**src/sv/amrac_pkg.sv**
```systemverilog
package amrac_pkg;

    localparam int unsigned CFG_IDX_W  = 2;
    localparam int unsigned CFG_DATA_W = 16;

    localparam logic [7:0]  BCAST_ADDR      = 8'hFF;
    localparam logic [7:0]  ACK_FLAG        = 8'h80;
    localparam logic [7:0]  SEQ_STEP        = 8'h10;
    localparam logic [7:0]  STATS_MARK      = 8'h7E;
    localparam logic [7:0]  OWN_ADDR_RESET  = 8'hFF;
    localparam logic [7:0]  MAX_ATT_RESET   = 8'd1;
    localparam logic [15:0] ACK_WAIT_RESET  = 16'd3220;

    typedef enum logic [1:0] {
        OP_SEND    = 2'd0,
        OP_TX_DONE = 2'd1,
        OP_RX      = 2'd2,
        OP_TICK    = 2'd3
    } op_t;

    typedef enum logic [1:0] {
        KIND_DATA   = 2'd0,
        KIND_ACK    = 2'd1,
        KIND_REPORT = 2'd2
    } kind_t;

    typedef enum logic [1:0] {
        REG_ALOHA_MODE = 2'd0,
        REG_OWN_ADDR   = 2'd1,
        REG_MAX_ATT    = 2'd2,
        REG_ACK_WAIT   = 2'd3
    } reg_idx_t;

    typedef enum logic [3:0] {
        PH_IDLE     = 4'b0001,
        PH_TX_DATA  = 4'b0010,
        PH_WAIT_ACK = 4'b0100,
        PH_TX_PLAIN = 4'b1000
    } phase_t;

    typedef struct packed {
        logic [1:0] op;
        logic [7:0] dest_addr;
        logic [7:0] src_addr;
        logic [7:0] type_seq;
    } in_item_t;

    typedef struct packed {
        logic [1:0]  kind;
        logic [7:0]  out_dest;
        logic [7:0]  out_src;
        logic [7:0]  out_type;
        logic [7:0]  attempts_used;
        logic [31:0] elapsed;
    } out_item_t;

    typedef struct packed {
        logic        aloha_mode;
        logic [7:0]  own_address;
        logic [7:0]  max_attempts;
        logic [15:0] ack_wait_ticks;
    } cfg_t;

endpackage

```
**src/sv/amrac_cfg_regs.sv**
```systemverilog
module amrac_cfg_regs (
    input  logic                                 aclk,
    input  logic                                 aresetn,
    input  logic                                 cfg_we,
    input  logic [amrac_pkg::CFG_IDX_W-1:0]      cfg_index,
    input  logic [amrac_pkg::CFG_DATA_W-1:0]     cfg_wdata,
    output amrac_pkg::cfg_t                      cfg
);
    import amrac_pkg::*;

    cfg_t cfg_reg;
    cfg_t cfg_next;

    always_comb begin
        cfg_next = cfg_reg;
        if (cfg_we) begin
            unique case (reg_idx_t'(cfg_index))
                REG_ALOHA_MODE: cfg_next.aloha_mode     = cfg_wdata[0];
                REG_OWN_ADDR:   cfg_next.own_address    = cfg_wdata[7:0];
                REG_MAX_ATT:    cfg_next.max_attempts   = cfg_wdata[7:0];
                REG_ACK_WAIT:   cfg_next.ack_wait_ticks = cfg_wdata[15:0];
                default:        cfg_next = cfg_reg;
            endcase
        end
    end

    always_ff @(posedge aclk) begin
        if (!aresetn) begin
            cfg_reg.aloha_mode     <= 1'b0;
            cfg_reg.own_address    <= OWN_ADDR_RESET;
            cfg_reg.max_attempts   <= MAX_ATT_RESET;
            cfg_reg.ack_wait_ticks <= ACK_WAIT_RESET;
        end else begin
            cfg_reg <= cfg_next;
        end
    end

    assign cfg = cfg_reg;

endmodule

```
**src/sv/amrac_engine.sv**
```systemverilog
module amrac_engine (
    input  logic                  aclk,
    input  logic                  aresetn,
    input  amrac_pkg::cfg_t       cfg,
    input  logic                  in_fire,
    input  amrac_pkg::in_item_t   in_item,
    output logic                  res_valid,
    output amrac_pkg::out_item_t  res_item
);
    import amrac_pkg::*;

    phase_t      phase_reg,     phase_next;
    logic        ack_busy_reg,  ack_busy_next;
    logic [7:0]  attempt_reg,   attempt_next;
    logic [7:0]  pend_dest_reg, pend_dest_next;
    logic [7:0]  pend_type_reg, pend_type_next;
    logic [31:0] elapsed_reg,   elapsed_next;
    logic [15:0] wait_reg,      wait_next;

    logic       timeout;
    logic       start_data;
    logic       plain_data;
    logic       send_ack;
    logic       report;
    logic [7:0] report_att;
    logic [2:0] want_seq;

    assign want_seq = pend_type_reg[6:4] + 3'd1;

    always_comb begin
        phase_next     = phase_reg;
        ack_busy_next  = ack_busy_reg;
        attempt_next   = attempt_reg;
        pend_dest_next = pend_dest_reg;
        pend_type_next = pend_type_reg;
        elapsed_next   = elapsed_reg;
        wait_next      = wait_reg;
        timeout        = 1'b0;
        start_data     = 1'b0;
        plain_data     = 1'b0;
        send_ack       = 1'b0;
        report         = 1'b0;
        report_att     = attempt_reg;
        res_valid      = 1'b0;
        res_item       = '0;

        if (in_fire) begin
            unique case (op_t'(in_item.op))
                OP_SEND: begin
                    if (phase_reg == PH_IDLE && !ack_busy_reg) begin
                        pend_dest_next = in_item.dest_addr;
                        pend_type_next = in_item.type_seq;
                        attempt_next   = 8'd0;
                        elapsed_next   = 32'd0;
                        wait_next      = 16'd0;
                        if (!cfg.aloha_mode) begin
                            phase_next = PH_TX_PLAIN;
                            plain_data = 1'b1;
                        end else if (cfg.max_attempts == 8'd0) begin
                            report     = 1'b1;
                            report_att = 8'd0;
                        end else begin
                            start_data = 1'b1;
                        end
                    end
                end
                OP_TX_DONE: begin
                    if (ack_busy_reg) begin
                        ack_busy_next = 1'b0;
                        if (phase_reg == PH_WAIT_ACK && wait_reg >= cfg.ack_wait_ticks) begin
                            timeout = 1'b1;
                        end
                    end else if (phase_reg == PH_TX_PLAIN) begin
                        phase_next = PH_IDLE;
                    end else if (phase_reg == PH_TX_DATA) begin
                        if (pend_dest_reg == BCAST_ADDR) begin
                            report = 1'b1;
                        end else begin
                            phase_next = PH_WAIT_ACK;
                            wait_next  = 16'd0;
                            // Only a zero wait setting expires at once.
                            timeout    = (cfg.ack_wait_ticks == 16'd0);
                        end
                    end
                end
                OP_RX: begin
                    if (cfg.aloha_mode && !ack_busy_reg && phase_reg != PH_TX_DATA
                            && phase_reg != PH_TX_PLAIN
                            && in_item.dest_addr != BCAST_ADDR) begin
                        if (in_item.type_seq[7]) begin
                            if (phase_reg == PH_WAIT_ACK && wait_reg < cfg.ack_wait_ticks
                                    && in_item.type_seq[6:4] == want_seq) begin
                                report = 1'b1;
                            end
                        end else begin
                            ack_busy_next = 1'b1;
                            send_ack      = 1'b1;
                        end
                    end
                end
                OP_TICK: begin
                    if (phase_reg == PH_TX_DATA || phase_reg == PH_WAIT_ACK) begin
                        if (elapsed_reg != '1) begin
                            elapsed_next = elapsed_reg + 32'd1;
                        end
                    end
                    if (phase_reg == PH_WAIT_ACK) begin
                        if (wait_reg != '1) begin
                            wait_next = wait_reg + 16'd1;
                        end
                        timeout = (wait_next >= cfg.ack_wait_ticks) && !ack_busy_reg;
                    end
                end
                default: begin
                end
            endcase

            if (timeout) begin
                if (attempt_reg < cfg.max_attempts) begin
                    start_data = 1'b1;
                end else begin
                    report     = 1'b1;
                    report_att = 8'd0;
                end
            end

            if (start_data) begin
                attempt_next = attempt_next + 8'd1;
                phase_next   = PH_TX_DATA;
            end
            if (report) begin
                phase_next = PH_IDLE;
                wait_next  = 16'd0;
            end

            res_valid = start_data || plain_data || send_ack || report;
            res_item.out_src = cfg.own_address;
            if (start_data || plain_data) begin
                res_item.kind     = KIND_DATA;
                res_item.out_dest = pend_dest_next;
                res_item.out_type = pend_type_next;
            end else if (send_ack) begin
                res_item.kind     = KIND_ACK;
                res_item.out_dest = in_item.src_addr;
                res_item.out_type = ACK_FLAG | (in_item.type_seq + SEQ_STEP);
            end else if (report) begin
                res_item.kind          = KIND_REPORT;
                res_item.out_dest      = cfg.own_address;
                res_item.out_type      = STATS_MARK;
                res_item.attempts_used = report_att;
                res_item.elapsed       = elapsed_next;
            end
        end
    end

    always_ff @(posedge aclk) begin
        if (!aresetn) begin
            phase_reg     <= PH_IDLE;
            ack_busy_reg  <= 1'b0;
            attempt_reg   <= 8'd0;
            pend_dest_reg <= 8'd0;
            pend_type_reg <= 8'd0;
            elapsed_reg   <= 32'd0;
            wait_reg      <= 16'd0;
        end else begin
            phase_reg     <= phase_next;
            ack_busy_reg  <= ack_busy_next;
            attempt_reg   <= attempt_next;
            pend_dest_reg <= pend_dest_next;
            pend_type_reg <= pend_type_next;
            elapsed_reg   <= elapsed_next;
            wait_reg      <= wait_next;
        end
    end

endmodule

```
**src/sv/amrac_out_buf.sv**
```systemverilog
module amrac_out_buf (
    input  logic                  aclk,
    input  logic                  aresetn,
    input  logic                  push,
    input  amrac_pkg::out_item_t  push_item,
    output logic                  can_take,
    output logic                  m_valid,
    input  logic                  m_ready,
    output amrac_pkg::out_item_t  m_data
);
    import amrac_pkg::*;

    logic      head_valid_reg, head_valid_next;
    out_item_t head_reg,       head_next;
    logic      skid_valid_reg, skid_valid_next;
    out_item_t skid_reg,       skid_next;
    logic      pop;

    assign pop = head_valid_reg && m_ready;

    always_comb begin
        head_valid_next = head_valid_reg;
        head_next       = head_reg;
        skid_valid_next = skid_valid_reg;
        skid_next       = skid_reg;
        if (skid_valid_reg) begin
            // No push can arrive while the skid entry is occupied.
            if (pop) begin
                head_next       = skid_reg;
                skid_valid_next = 1'b0;
            end
        end else if (push) begin
            if (!head_valid_reg || pop) begin
                head_next       = push_item;
                head_valid_next = 1'b1;
            end else begin
                skid_next       = push_item;
                skid_valid_next = 1'b1;
            end
        end else if (pop) begin
            head_valid_next = 1'b0;
        end
    end

    always_ff @(posedge aclk) begin
        if (!aresetn) begin
            head_valid_reg <= 1'b0;
            skid_valid_reg <= 1'b0;
        end else begin
            head_valid_reg <= head_valid_next;
            skid_valid_reg <= skid_valid_next;
        end
        head_reg <= head_next;
        skid_reg <= skid_next;
    end

    assign can_take = !skid_valid_reg;
    assign m_valid  = head_valid_reg;
    assign m_data   = head_reg;

endmodule

```
**src/sv/aloha_mac_retry_ack_controller_core.sv**
```systemverilog
// Channel   Direction  Ports                     Beat
// -------   ---------  ------------------------  ---------------------------------
// s_        in         s_valid s_ready s_data    one MAC event (send, tx done, rx, tick)
// m_        out        m_valid m_ready m_data    one data start, ACK start or report
// cfg_      in         cfg_we cfg_index cfg_wdata one register write, no handshake
//
// One event beat can be taken every cycle while s_ready is high; its result, if any,
// shows on m_ the cycle after acceptance, or later while older results await the sink.
// The event is decoded and the MAC state updated in a single pass at acceptance.
// The result lands in a two-entry output buffer, so s_ready drops only when both
// entries hold results that the sink has not taken.
// Reset is synchronous on aresetn low and returns all state to idle with reset config.
module aloha_mac_retry_ack_controller_core (
    input  logic                              aclk,
    input  logic                              aresetn,
    input  logic                              s_valid,
    output logic                              s_ready,
    input  amrac_pkg::in_item_t               s_data,
    output logic                              m_valid,
    input  logic                              m_ready,
    output amrac_pkg::out_item_t              m_data,
    input  logic                              cfg_we,
    input  logic [amrac_pkg::CFG_IDX_W-1:0]   cfg_index,
    input  logic [amrac_pkg::CFG_DATA_W-1:0]  cfg_wdata
);
    import amrac_pkg::*;

    cfg_t      cfg;
    logic      in_fire;
    logic      res_valid;
    out_item_t res_item;
    logic      buf_can_take;

    // An event is consumed exactly when the output buffer has room for
    // whatever result it might produce.
    assign s_ready = buf_can_take;
    assign in_fire = s_valid && buf_can_take;

    // Configuration registers; the user must write them only while the block is idle, as the block does not enforce it.
    amrac_cfg_regs u_cfg (
        .aclk      (aclk),
        .aresetn   (aresetn),
        .cfg_we    (cfg_we),
        .cfg_index (cfg_index),
        .cfg_wdata (cfg_wdata),
        .cfg       (cfg)
    );

    // MAC state: phase, ACK transmit flag, attempt count, pending frame and
    // the elapsed and ACK wait tick counters, plus the result decision.
    amrac_engine u_engine (
        .aclk      (aclk),
        .aresetn   (aresetn),
        .cfg       (cfg),
        .in_fire   (in_fire),
        .in_item   (s_data),
        .res_valid (res_valid),
        .res_item  (res_item)
    );

    // Result register with a skid entry behind it.
    amrac_out_buf u_out (
        .aclk      (aclk),
        .aresetn   (aresetn),
        .push      (res_valid),
        .push_item (res_item),
        .can_take  (buf_can_take),
        .m_valid   (m_valid),
        .m_ready   (m_ready),
        .m_data    (m_data)
    );

endmodule

```
**config.mk**
```make
export PLATFORM = sky130hd
export DESIGN_NAME = aloha_mac_retry_ack_controller_core
export DESIGN_NICKNAME = d
export VERILOG_FILES = /design/src/sv/amrac_pkg.sv /design/src/sv/amrac_cfg_regs.sv /design/src/sv/amrac_engine.sv /design/src/sv/amrac_out_buf.sv /design/src/sv/aloha_mac_retry_ack_controller_core.sv
export SDC_FILE = /design/constraint.sdc
export NUM_CORES = 1
export LEC_CHECK = 0
export BUFFER_PORTS_ARGS = -buffer_cell sky130_fd_sc_hd__buf_2
export CAP_MARGIN = 25
export CORE_UTILIZATION = 53
export DETAILED_ROUTE_END_ITERATION = 6
export PLACE_DENSITY_LB_ADDON = 0.25
export SYNTH_ARGS = -nofsm -noshare
export SYNTH_HDL_FRONTEND = slang
export SYNTH_SLANG_ARGS = --single-unit
```
**constraint.sdc**
```tcl
create_clock -name aclk -period 8.5 [get_ports aclk]
set_input_delay 2.125 -clock aclk [delete_from_list [all_inputs] [get_ports aclk]]
set_output_delay 2.125 -clock aclk [all_outputs]
set_load 0.05 [all_outputs]
```
==> metrics.md, run 1 <==
| Metric | Value |
|---|---|
| Die boundary width | `158 um` |
| Classification of the worst setup path | `reg -> reg` |
| Initial DRT Pass Iterations | `5` |
| Clock root cell | `sky130_fd_sc_hd__clkbuf_16` |
| Achievable Freq | `180 MHz` |
| Run status | `complete, no violations` |
| Clock slew at the register clock pins of the worst setup and hold paths | `60 ps` |
| Pwr/cell area | `roughly 180 nW/um^2` |
| Adder-Cell Fraction of Synth Area | `0.0475` |
| Setup repair after global routing missed its margin | `no` |
| Clock insertion delay at the later pin of the skew report | `between 500 and 600 ps` |
| Warning count from the yosys run | `0` |
| Setup TNS | `0 ps` |
| Placed wire-length estimate | `22900 um` |
| Number of buffers inserted during clock tree synthesis | `27` |
| Slew Limit Headroom | `0.339` |
| Global-route wire length before repair | `53900 um` |
| Fraction of power consumed by sequential logic | `0.471` |
| Cell area after placement | `about 14000 sq um` |
| Startpoint of the most critical hold path | `u_engine.pend_type_reg[1]` |
| Startpoint of the most critical register-to-register path | `u_engine.wait_reg[3]` |
| Initial DRC Count | `910` |
| Row count | `56` |
| Source of the critical timing path | `u_engine.wait_reg[3]` |
| Clock period minus worst slack | `5560 ps` |
| Transition time at the pin with the least slew margin | `984 ps` |
| Number of maximum-capacitance violations | `0` |
| Max Slew Vio Count | `0` |
| Core outline area | `~24000 sq um` |
| Cells on worst reg2reg path | `18` |
| End of the critical path | `u_out.m_data[13]` |
| Worst path setup slack after routing | `2940 ps` |
| CTS max path bufs | `3` |
| Number of failing setup endpoints in the final timing report | `0` |
| Final weighted congestion in routability-driven placement | `0.941` |
| Flop2flop setup slack | `2940 ps` |
| Cell at the slowest stage of the critical path | `sky130_fd_sc_hd__o31ai_2` |
| Most used cells in the layout excluding fill and tap cells | `sky130_fd_sc_hd__nand2_1 (245), sky130_fd_sc_hd__edfxtp_1 (132), sky130_fd_sc_hd__buf_2 (116)` |
| Multiplexer fraction of the synthesized cell area | `0.0104` |
| Final number of hold-violating endpoints | `0` |
| Total of buffers placed on input and output ports | `116` |
| Setup clock skew after layout | `between 15 and 20 ps` |
| Number of library cell types mapped by synthesis | `between 70 and 80` |
| Detailed Route WL | `33700 um` |
| Endpoint required time on the critical path | `8740 ps` |
| Syn Std Cell Area | `12900 sq um` |
| Worst-path maximum fanout | `34` |
| Clk network pwr share | `0.449` |
| R2R Path End | `u_out.m_data[13]` |
| Data arrival time of the critical path | `5800 ps` |
| Main combinational cell family by area after synthesis | `simple AND/OR/NAND/NOR gates` |
| Total die area | `25000 sq um` |
| IO Count | `117` |
| Path category of the worst min-delay check | `reg -> reg` |
| Combinational cell fraction of total power | `0.080` |
| Number of nets with antenna violations after routing | `0` |
| Final std cells w/o fill | `roughly 1800` |
| Via count | `11300` |
| H-tree levels | `1` |
| Mapped Avg Cell Area | `9.05 sq um` |
| Fraction of synthesis flops using an asynchronous set or reset pin | `0` |
| Final Instance Area | `14700 sq um` |
| Pin count of the biggest net entering global routing | `81` |
| Share of final-layout standard cells stronger than drive strength 1 | `0.142` |
| Type of destination of the critical path | `flop` |
| # Post-CTS Setup Buffers | `0` |
| Primary FF master, synth | `sky130_fd_sc_hd__edfxtp_1` |
| Synthesis-to-finish area growth | `14.2%` |
| Critical path's largest stage delay | `620 ps` |
| Most common cell after layout, fill and taps aside | `sky130_fd_sc_hd__nand2_1` |
| Number of placed cells counting well taps | `1785` |
| Count of filler cells inserted in the layout | `between 2000 and 2500` |
| Maximum vdd ir drop | `137 uV` |
| Vias in the first global route | `10400` |
| Total of cells resized after clock tree synthesis | `0` |
| Synthesized Nets | `1523` |
| Post-placement setup slack | `2490 ps` |
| Routed length per instance | `about 18 um` |
| Synth Area in Compound Gates | `0.189` |
| Switching power share of the total | `0.243` |
| Switching power of the nets | `0.000659 W` |
| Global-route total usage across every layer | `0.270` |
| Die Y-Extent | `158 um` |
| Vias/cell | `6.15` |
| Post-synthesis simple-gate area fraction | `0.221` |
| Internal Pwr Total | `0.00206 W` |
| Startpoint class of the critical path | `flop` |
| Register area share after synthesis | `0.481` |
| Cell Chain, Critical Path | `nand4_1 > nor4_1 > and3_1 > nand2b_1 > nor3_1 > or2_2 > ha_1 > a21o_1 > nand3_1 > a21oi_1 > a211oi_1 > buf_4 > nand3_1 > o31ai_2 > buf_6 > a21oi_4 > buf_12 > buf_4` |
| Net total in the final layout | `about 1600` |
| Initial antenna violation count | `1` |
| Sink count of the clock tree | `between 200 and 250` |
| Leak Pwr | `5.44 nW` |
| Register bit count reported by yosys | `244` |
| Share of the synthesized netlist area taken by xor and xnor gates | `0.00747` |
| Remaining DRCs | `0` |
| TritonCTS clock tree | `done` |
| Buffer and inverter count on the worst path | `4` |
| CP delay by family, top | `simple AND/OR/NAND/NOR gates` |
| # hold bufs at CTS | `0` |
| Stages on the worst setup path | `18` |
| Cell count after synthesis | `1425` |
| Fin crit share | `0.654` |
| Count of flip-flops with a built-in enable after synthesis | `approximately 130` |
| Remaining Overflow, GRT | `0` |
| Initial standard-cell utilization of the core | `0.545` |
[worst register-to-register path, delay by kind of cell (launching register included)]
family / cells / cell delay, ps
AO/OA/AOI/OAI: 5 / 1240
adder cells (fa/ha/maj): 1 / 300
AND/OR/NAND/NOR: 8 / 2260
buffers and inverters: 4 / 960
flip-flops: 1 / 490
[kinds of logic (layout without fill, tap and decap cells)]
group,count (synthesis),count (layout)
AOI/OAI and AO/OA,358,358
xor gates and xnor gates,11,11
adders and majority gates,49,49
buffers and inverters,147,244
DFF,244,244
muxes,13,13
other,0,2
and+or+nand+nor,603,603
[through the flow]
| step | total power, W | hold slack, ps | util |
|---|---|---|---|
| 6_report | 0.00272 | 457 | 0.622 |
| 5_1_grt | 0.00279 | 472 | 0.622 |
| 3_3_place_gp | 0.00151 | 444 | 0.578 |
| 4_1_cts | 0.00272 | 459 | 0.618 |
| 3_5_place_dp | 0.00152 | 450 | 0.579 |
| 2_1_floorplan | 0.00145 | 436 | - |
[power by group through the flow]
stage	combinational (W)	clock, W	sequential [W]
floorplan	0.000112	0	0.00134
global placement	0.000208	0	0.00130
detailed placement	0.000212	0	0.00130
CTS	0.000213	0.00123	0.00128
global route	0.000239	0.00127	0.00128
finish	0.000218	0.00122	0.00128
[synthesized netlist by cell type, types with 10 or more instances]
library cell                number  share of area
sky130_fd_sc_hd__o22ai_1        14         0.0068
sky130_fd_sc_hd__nand2_1       246          0.072
sky130_fd_sc_hd__nor4_1         18         0.0087
sky130_fd_sc_hd__edfxtp_1      132           0.31
sky130_fd_sc_hd__o31ai_1        31          0.018
sky130_fd_sc_hd__ha_1           49          0.048
sky130_fd_sc_hd__nor2_1         85          0.025
sky130_fd_sc_hd__nand4_1        23          0.011
sky130_fd_sc_hd__inv_1          56          0.016
sky130_fd_sc_hd__mux2i_1        10         0.0078
sky130_fd_sc_hd__o21ai_0        57          0.022
sky130_fd_sc_hd__a211oi_1       12         0.0070
sky130_fd_sc_hd__o2111ai_1      11         0.0075
sky130_fd_sc_hd__and4_1         11         0.0075
sky130_fd_sc_hd__clkbuf_1       77          0.022
sky130_fd_sc_hd__nand3_1        66          0.026
sky130_fd_sc_hd__a22o_1         15          0.010
sky130_fd_sc_hd__a31oi_1        21          0.010
sky130_fd_sc_hd__or2_2          11         0.0053
sky130_fd_sc_hd__o211ai_1       24          0.014
sky130_fd_sc_hd__and2_1         20         0.0097
sky130_fd_sc_hd__and3_1         29          0.014
sky130_fd_sc_hd__nor3_1         60          0.023
sky130_fd_sc_hd__a21oi_1        90          0.035
sky130_fd_sc_hd__dfxtp_1       112           0.17
[final cells by class]
type	count	area [sq um]	share of cell area
Sequential cell	244	6210	0.421
Multi-Input combinational cell	1034	6200	0.421
Timing Repair Buffer	138	786	0.0533
Clock buffer	35	736	0.0499
Tap cell	319	399	0.0271
Inverter	56	210	0.0143
Clock inverter	15	193	0.0131
Antenna cell	2	5.00	0.000340
[worst min path at each step]
stage / endpoint / depth (start not counted) / slack (ps)
6_report: u_engine.pend_type_reg[1] / 2 / 460
5_1_grt: u_engine.pend_type_reg[1] / 2 / 470
4_1_cts: u_engine.pend_type_reg[1] / 2 / 460
3_5_place_dp: u_engine.pend_type_reg[1] / 2 / 450
3_3_place_gp: u_engine.pend_type_reg[2] / 2 / 440
2_1_floorplan: u_engine.pend_type_reg[7] / 2 / 440
[metal layers]
layer / vias to the layer above / wire, um / share of wire / global-route usage
met3: 61 / 2700 / 0.080 / 0.0419
met2: 470 / 14900 / 0.44 / 0.420
met1: 5362 / 15400 / 0.46 / 0.389
met4: 0 / 717 / 0.021 / 0.0755
met5: - / 0 / 0 / 0
li1: 5445 / - / - / -
Power figures use the tool's default switching activity.
==> run 2, diff against run 1 <==
==> constraint.sdc (replaced) <==
create_clock -name aclk -period 5.07 [get_ports aclk]
set_input_delay 1.2675 -clock aclk [delete_from_list [all_inputs] [get_ports aclk]]
set_output_delay 1.2675 -clock aclk [all_outputs]
set_load 0.05 [all_outputs]
==> run 2 against run 1 <==
Compared with the run above:
- register-to-register slack lost 2700 ps
- clock skew grew 16 ps
- design area grew 0.46%
- combinational power grew 70%
- non-clock buffer count grew 6
- flip-flop and latch count is the same
- worst setup slack lost 2700 ps
- count of clock-buffer cells in the layout shrank 4
- hold slack lost 5.1 ps
- critical path type unchanged
- first-iteration DRC count grew 11%
- sequential power grew 67%
==> metrics.md, run 2 (same netlist as run 1, synthesis figures left out) <==
| Metric | Value |
|---|---|
| Run status | `complete, no violations` |
| Startpoint of the most critical register-to-register path | `u_engine.wait_reg[3]` |
| Setup TNS | `0 ps` |
| Detailed Route WL | `34700 um` |
| Pin count of the biggest net entering global routing | `70` |
| Clock root cell | `sky130_fd_sc_hd__clkbuf_16` |
| Clock insertion delay at the later pin of the skew report | `approximately 560 ps` |
| Final weighted congestion in routability-driven placement | `0.940` |
| Share of final-layout standard cells stronger than drive strength 1 | `0.145` |
| Vias/cell | `6.21` |
| Row count | `56` |
| Global-route wire length before repair | `56200 um` |
| Clock period minus worst slack | `approximately 4800 ps` |
| CTS max path bufs | `3` |
| Count of filler cells inserted in the layout | `2078` |
| Vias in the first global route | `10600` |
| Worst-path maximum fanout | `between 60 and 70` |
| Fin crit share | `0.945` |
| Most used cells in the layout excluding fill and tap cells | `sky130_fd_sc_hd__nand2_1 (245), sky130_fd_sc_hd__edfxtp_1 (132), sky130_fd_sc_hd__buf_2 (116)` |
| Remaining DRCs | `0` |
| Achievable Freq | `209 MHz` |
| Number of buffers inserted during clock tree synthesis | `26` |
| Transition time at the pin with the least slew margin | `1050 ps` |
| Total die area | `25000 sq um` |
| Clock slew at the register clock pins of the worst setup and hold paths | `60 ps` |
| Sink count of the clock tree | `244` |
| Die boundary width | `158 um` |
| Via count | `11500` |
| Maximum vdd ir drop | `231 uV` |
| Routed length per instance | `between 15 and 20 um` |
| Pwr/cell area | `between 300 and 400 nW/um^2` |
| Most common cell after layout, fill and taps aside | `sky130_fd_sc_hd__nand2_1` |
| Initial DRT Pass Iterations | `5` |
| Die Y-Extent | `around 160 um` |
| Synthesis-to-finish area growth | `14.7%` |
| Slew Limit Headroom | `0.297` |
| Leak Pwr | `approximately 5.5 nW` |
| Cell at the slowest stage of the critical path | `sky130_fd_sc_hd__dfxtp_1` |
| Final number of hold-violating endpoints | `0` |
| Hold slack | `452 ps` |
| Setup repair after global routing missed its margin | `no` |
| R2R Path End | `u_out.m_data[19]` |
| Critical path's largest stage delay | `480 ps` |
| Startpoint of the most critical hold path | `u_cfg.cfg[3]` |
| Hold Path Sink | `u_cfg.cfg[3]` |
| Startpoint class of the critical path | `flop` |
| Endpoint required time on the critical path | `5260 ps` |
| Number of maximum-capacitance violations | `0` |
| Cell Chain, Critical Path | `nand4_1 > nor4_4 > and3_1 > nand2b_1 > nor3_1 > or2_2 > ha_1 > nand2_1 > or3_1 > o221ai_1 > a211oi_1 > buf_4 > nand3_1 > o31ai_4 > a21oi_4 > buf_12` |
| Hold Path Cell Cnt | `2` |
| Placed wire-length estimate | `23600 um` |
| Number of nets with antenna violations after routing | `0` |
| H-tree levels | `1` |
| Setup clock skew after layout | `34.8 ps` |
| Remaining Overflow, GRT | `0` |
| Path category of the worst min-delay check | `reg -> reg` |
| TritonCTS clock tree | `done` |
| Flop2flop setup slack | `280 ps` |
| Initial antenna violation count | `1` |
| Max Slew Vio Count | `0` |
| Core outline area | `about 24000 sq um` |
| Classification of the worst setup path | `reg -> reg` |
| Initial standard-cell utilization of the core | `0.545` |
| Total of buffers placed on input and output ports | `between 100 and 150` |
| Global-route total usage across every layer | `0.284` |
| Number of failing setup endpoints in the final timing report | `0` |
| Data arrival time of the critical path | `roughly 5000 ps` |
| Cells on worst reg2reg path | `16` |
| Initial DRC Count | `between 1000 and 1500` |
| Net total in the final layout | `around 1600` |
| IO Count | `117` |
| Type of destination of the critical path | `flop` |
## run 2: cell count changes in the layout (fill, tap and decap cells not counted), moves of 2 or more
cell and delta:
sky130_fd_sc_hd__buf_6 -2, sky130_fd_sc_hd__inv_6 -2, sky130_fd_sc_hd__clkinv_4 +2, sky130_fd_sc_hd__clkbuf_8 -3, sky130_fd_sc_hd__bufinv_16 +3, sky130_fd_sc_hd__buf_4 +10
## run 2: worst max path at each step
stage / cells after the start / end / startpoint
after CTS: 16 / u_out.m_data[29] / u_engine.wait_reg[3]
after detailed placement: 16 / u_out.m_data[21] / u_engine.wait_reg[3]
after global placement: 15 / u_out.m_data[33] / u_engine.wait_reg[3]
after global routing: 16 / u_out.m_data[30] / u_engine.wait_reg[3]
after floorplan: 18 / u_out.m_data[0] / u_engine.wait_reg[3]
final: 16 / u_out.m_data[19] / u_engine.wait_reg[3]
## run 2: worst max-delay path, delay by kind of cell, from the launching register on
kind / cells / cell delay, ps
simple gates: 9 / 2200
compound gates: 4 / 850
buf+inv: 2 / 560
flops: 1 / 480
fa+ha+maj: 1 / 290
## run 2: per-layer routing
metal  wire length, um  global-route usage  share of wire  up-vias
met1             15700               0.412           0.45     5390
met3              3010              0.0435          0.087       71
li1                  -                   -              -     5477
met5                13                   0        0.00037        -
met2             15100               0.432           0.44      523
met4               881              0.0939          0.025        2
## run 2: area by class of cell
type | instances | area, sq um | area share
Antenna cell | 1 | 2.50 | 0.000169
Clock buffer | 31 | 669 | 0.0452
Clock inverter | 17 | 283 | 0.0191
Inverter | 56 | 210 | 0.0142
Multi-Input combinational cell | 1034 | 6220 | 0.421
Sequential cell | 244 | 6210 | 0.419
Tap cell | 319 | 399 | 0.0270
Timing Repair Buffer | 144 | 803 | 0.0543
## run 2: metrics by stage
stage	utilization	total power, W	cell area, sq um	cells	worst slack (ps)
floorplan	-	0.00243	12900	1425	23.9
global placement	0.584	0.00254	13800	1797	373
detailed placement	0.584	0.00255	13800	1797	289
CTS	0.624	0.00464	14800	1845	240
global route	0.625	0.00476	14800	1845	22.3
finish	0.625	0.00463	14800	1846	277
## run 2: what timing repair did
item | CTS | global route
hold buffers | 0 | 0
endpoints found under the setup margin | 0 | 147
gates resized for setup | 0 | 3
setup buffers | 0 | 0
## run 2: power by group
part           internal, W  total (W)  switching [W]
registers          0.00212    0.00214      0.0000280
logic             0.000102   0.000371       0.000270
clock network      0.00131    0.00211       0.000808
total              0.00352    0.00463        0.00111
==> run 3, diff against run 2 <==
--- a/config.mk
+++ b/config.mk
@@ -10,6 +10,7 @@
 export CORE_UTILIZATION = 53
 export DETAILED_ROUTE_END_ITERATION = 6
 export PLACE_DENSITY_LB_ADDON = 0.25
+export REMOVE_ABC_BUFFERS = 1
 export SYNTH_ARGS = -nofsm -noshare
 export SYNTH_HDL_FRONTEND = slang
 export SYNTH_SLANG_ARGS = --single-unit
==> run 3 against run 2 <==
Compared with the run above:
- hold slack better by 10 ps
- sequential share of layout area fell by 0.18 points
- fmax is 2.6% higher
- register-to-register slack improved by 120 ps
- flip-flop and latch count unchanged
- count of clock-buffer cells in the layout unchanged
- critical path depth up 1
- final cell count increased by 0.43%
- core utilization up 0.27 points
- non-clock buffer count increased by 6
- routed wire length decreased by 0.10%
- critical path type unchanged
- critical endpoint is now u_out.m_data[6]
- highest routed layer is now met4
==> metrics.md, run 3 (same netlist as run 1, synthesis figures left out) <==
| Metric | Value |
|---|---|
| Total of cells resized after clock tree synthesis | `0` |
| Core outline area | `23700 sq um` |
| Total of buffers placed on input and output ports | `116` |
| Sink count of the clock tree | `244` |
| Vias in the first global route | `10300` |
| Clock root cell | `sky130_fd_sc_hd__clkbuf_16` |
| Leak Pwr | `about 5.5 nW` |
| Die Y-Extent | `158 um` |
| Sum of internal, switching and leakage power | `0.00466 W` |
| Remaining Overflow, GRT | `0` |
| Data arrival time of the critical path | `4930 ps` |
| Worst path setup slack after routing | `397 ps` |
| Post-placement setup slack | `513 ps` |
| # hold bufs at CTS | `0` |
| Total die area | `approximately 25000 sq um` |
| Clk network pwr share | `0.459` |
| CTS max path bufs | `3` |
| Source of the critical timing path | `u_engine.wait_reg[3]` |
| Slew Limit Headroom | `0.376` |
| Clock period minus worst slack | `4670 ps` |
| Number of placed cells counting well taps | `about 1800` |
| Count of filler cells inserted in the layout | `around 2000` |
| Vias/cell | `6.15` |
| Number of buffers inserted during clock tree synthesis | `27` |
| End of the critical path | `u_out.m_data[6]` |
| Setup clock skew after layout | `11.8 ps` |
| Fin crit share | `0.922` |
| Initial antenna violation count | `1` |
| Startpoint class of the critical path | `flop` |
| Synthesis-to-finish area growth | `15.2%` |
| Combinational cell fraction of total power | `0.080` |
| Number of maximum-capacitance violations | `0` |
| Worst-path maximum fanout | `46` |
| Via count | `between 10000 and 15000` |
| Final number of hold-violating endpoints | `0` |
| Most used cells in the layout excluding fill and tap cells | `sky130_fd_sc_hd__nand2_1 (245), sky130_fd_sc_hd__edfxtp_1 (132), sky130_fd_sc_hd__buf_2 (116)` |
| Clock slew at the register clock pins of the worst setup and hold paths | `around 60 ps` |
| Classification of the worst setup path | `reg -> reg` |
| Max Slew Vio Count | `0` |
| Die boundary width | `approximately 160 um` |
| Achievable Freq | `around 210 MHz` |
| Initial DRT Pass Iterations | `6` |
| Share of final-layout standard cells stronger than drive strength 1 | `0.149` |
| Switching power share of the total | `0.241` |
| Startpoint of the most critical register-to-register path | `u_engine.wait_reg[3]` |
| Maximum vdd ir drop | `257 uV` |
| Endpoint required time on the critical path | `between 5000 and 6000 ps` |
| Global-route total usage across every layer | `0.277` |
| Cell Chain, Critical Path | `nand4_1 > nor4_1 > buf_4 > and3_1 > nand2b_1 > nor3_1 > or2_2 > ha_1 > a21o_1 > nand3_1 > a21oi_1 > a211oi_1 > buf_4 > nand3_1 > o31ai_2 > a21oi_4 > buf_12` |
| Initial standard-cell utilization of the core | `0.545` |
| Setup TNS | `0 ps` |
| Flop2flop setup slack | `400 ps` |
| TritonCTS clock tree | `done` |
| Internal Pwr Total | `approximately 0.0035 W` |
| H-tree levels | `1` |
| Pwr/cell area | `313 nW/um^2` |
| # Post-CTS Setup Buffers | `0` |
| Placed wire-length estimate | `24600 um` |
| Routed length per instance | `about 19 um` |
| Setup repair after global routing missed its margin | `no` |
| Fraction of power consumed by sequential logic | `0.461` |
| Path category of the worst min-delay check | `reg -> reg` |
| Row count | `56` |
| R2R Path End | `u_out.m_data[6]` |
| Type of destination of the critical path | `flop` |
| Final std cells w/o fill | `1854` |
| Initial DRC Count | `1008` |
| Cell at the slowest stage of the critical path | `sky130_fd_sc_hd__o31ai_2` |
| Remaining DRCs | `0` |
| Number of failing setup endpoints in the final timing report | `0` |
| Pin count of the biggest net entering global routing | `70` |
| Cells on worst reg2reg path | `17` |
| Final weighted congestion in routability-driven placement | `0.914` |
| IO Count | `approximately 120` |
| Detailed Route WL | `34700 um` |
| Global-route wire length before repair | `approximately 54000 um` |
| Net total in the final layout | `around 1600` |
| Critical path's largest stage delay | `590 ps` |
| Number of nets with antenna violations after routing | `0` |
| Clock insertion delay at the later pin of the skew report | `about 540 ps` |
| Transition time at the pin with the least slew margin | `a little over 900 ps` |
| Run status | `complete, no violations` |
| Most common cell after layout, fill and taps aside | `sky130_fd_sc_hd__nand2_1` |
| Switching power of the nets | `0.00112 W` |
-- run 3: worst min path at each step --
stage,startpoint,to,slack (ps),depth (start not counted)
2_1_floorplan,u_engine.pend_type_reg[7],u_engine.pend_type_reg[7],440,2
3_3_place_gp,u_engine.pend_type_reg[2],u_engine.pend_type_reg[2],440,2
3_5_place_dp,u_engine.pend_type_reg[7],u_engine.pend_type_reg[7],450,2
4_1_cts,u_engine.pend_type_reg[7],u_engine.pend_type_reg[7],460,2
5_1_grt,u_engine.pend_type_reg[1],u_engine.pend_type_reg[1],480,2
6_report,u_engine.pend_type_reg[7],u_engine.pend_type_reg[7],460,2
-- run 3: metrics by stage --
step | area (sq um) | hold slack, ps | utilization
after global routing | 14900 | 481 | 0.628
after global placement | 13900 | 443 | 0.586
after detailed placement | 13900 | 450 | 0.586
after CTS | 14900 | 459 | 0.628
final | 14900 | 462 | 0.628
after floorplan | 12500 | 436 | -
-- run 3: power by group through the flow --
stage	clock (W)	sequential, W	combinational (W)
2_1_floorplan	0	0.00224	0.000172
3_3_place_gp	0	0.00219	0.000364
3_5_place_dp	0	0.00219	0.000368
4_1_cts	0.00216	0.00214	0.000370
5_1_grt	0.00223	0.00215	0.000406
6_report	0.00214	0.00215	0.000373
-- run 3: worst max-delay path: cells and delay by family (launching register included) --
family / cells / cell delay, ps
adder cells (fa/ha/maj): 1 / 290
buffers and inverters: 3 / 650
AO/OA/AOI/OAI: 5 / 1260
flip-flops: 1 / 500
AND/OR/NAND/NOR: 8 / 1630
-- run 3: area by class of cell --
cell class | count | area (sq um) | share of cell area
flip-flops and latches | 244 | 6210 | 0.418
multi-input cells | 1034 | 6200 | 0.417
repair buffers | 150 | 873 | 0.0588
clock buffers | 31 | 711 | 0.0478
well taps | 319 | 399 | 0.0269
clock inverters | 19 | 265 | 0.0178
inverters | 56 | 210 | 0.0141
diodes | 1 | 2.50 | 0.000168
-- run 3: metal layers --
| layer | track usage | share of wire | up-vias |
|---|---|---|---|
| li1 | - | - | 5476 |
| met1 | 0.395 | 0.46 | 5419 |
| met2 | 0.446 | 0.45 | 457 |
| met3 | 0.0356 | 0.076 | 49 |
| met4 | 0.0650 | 0.015 | 0 |
| met5 | 0 | 0 | - |
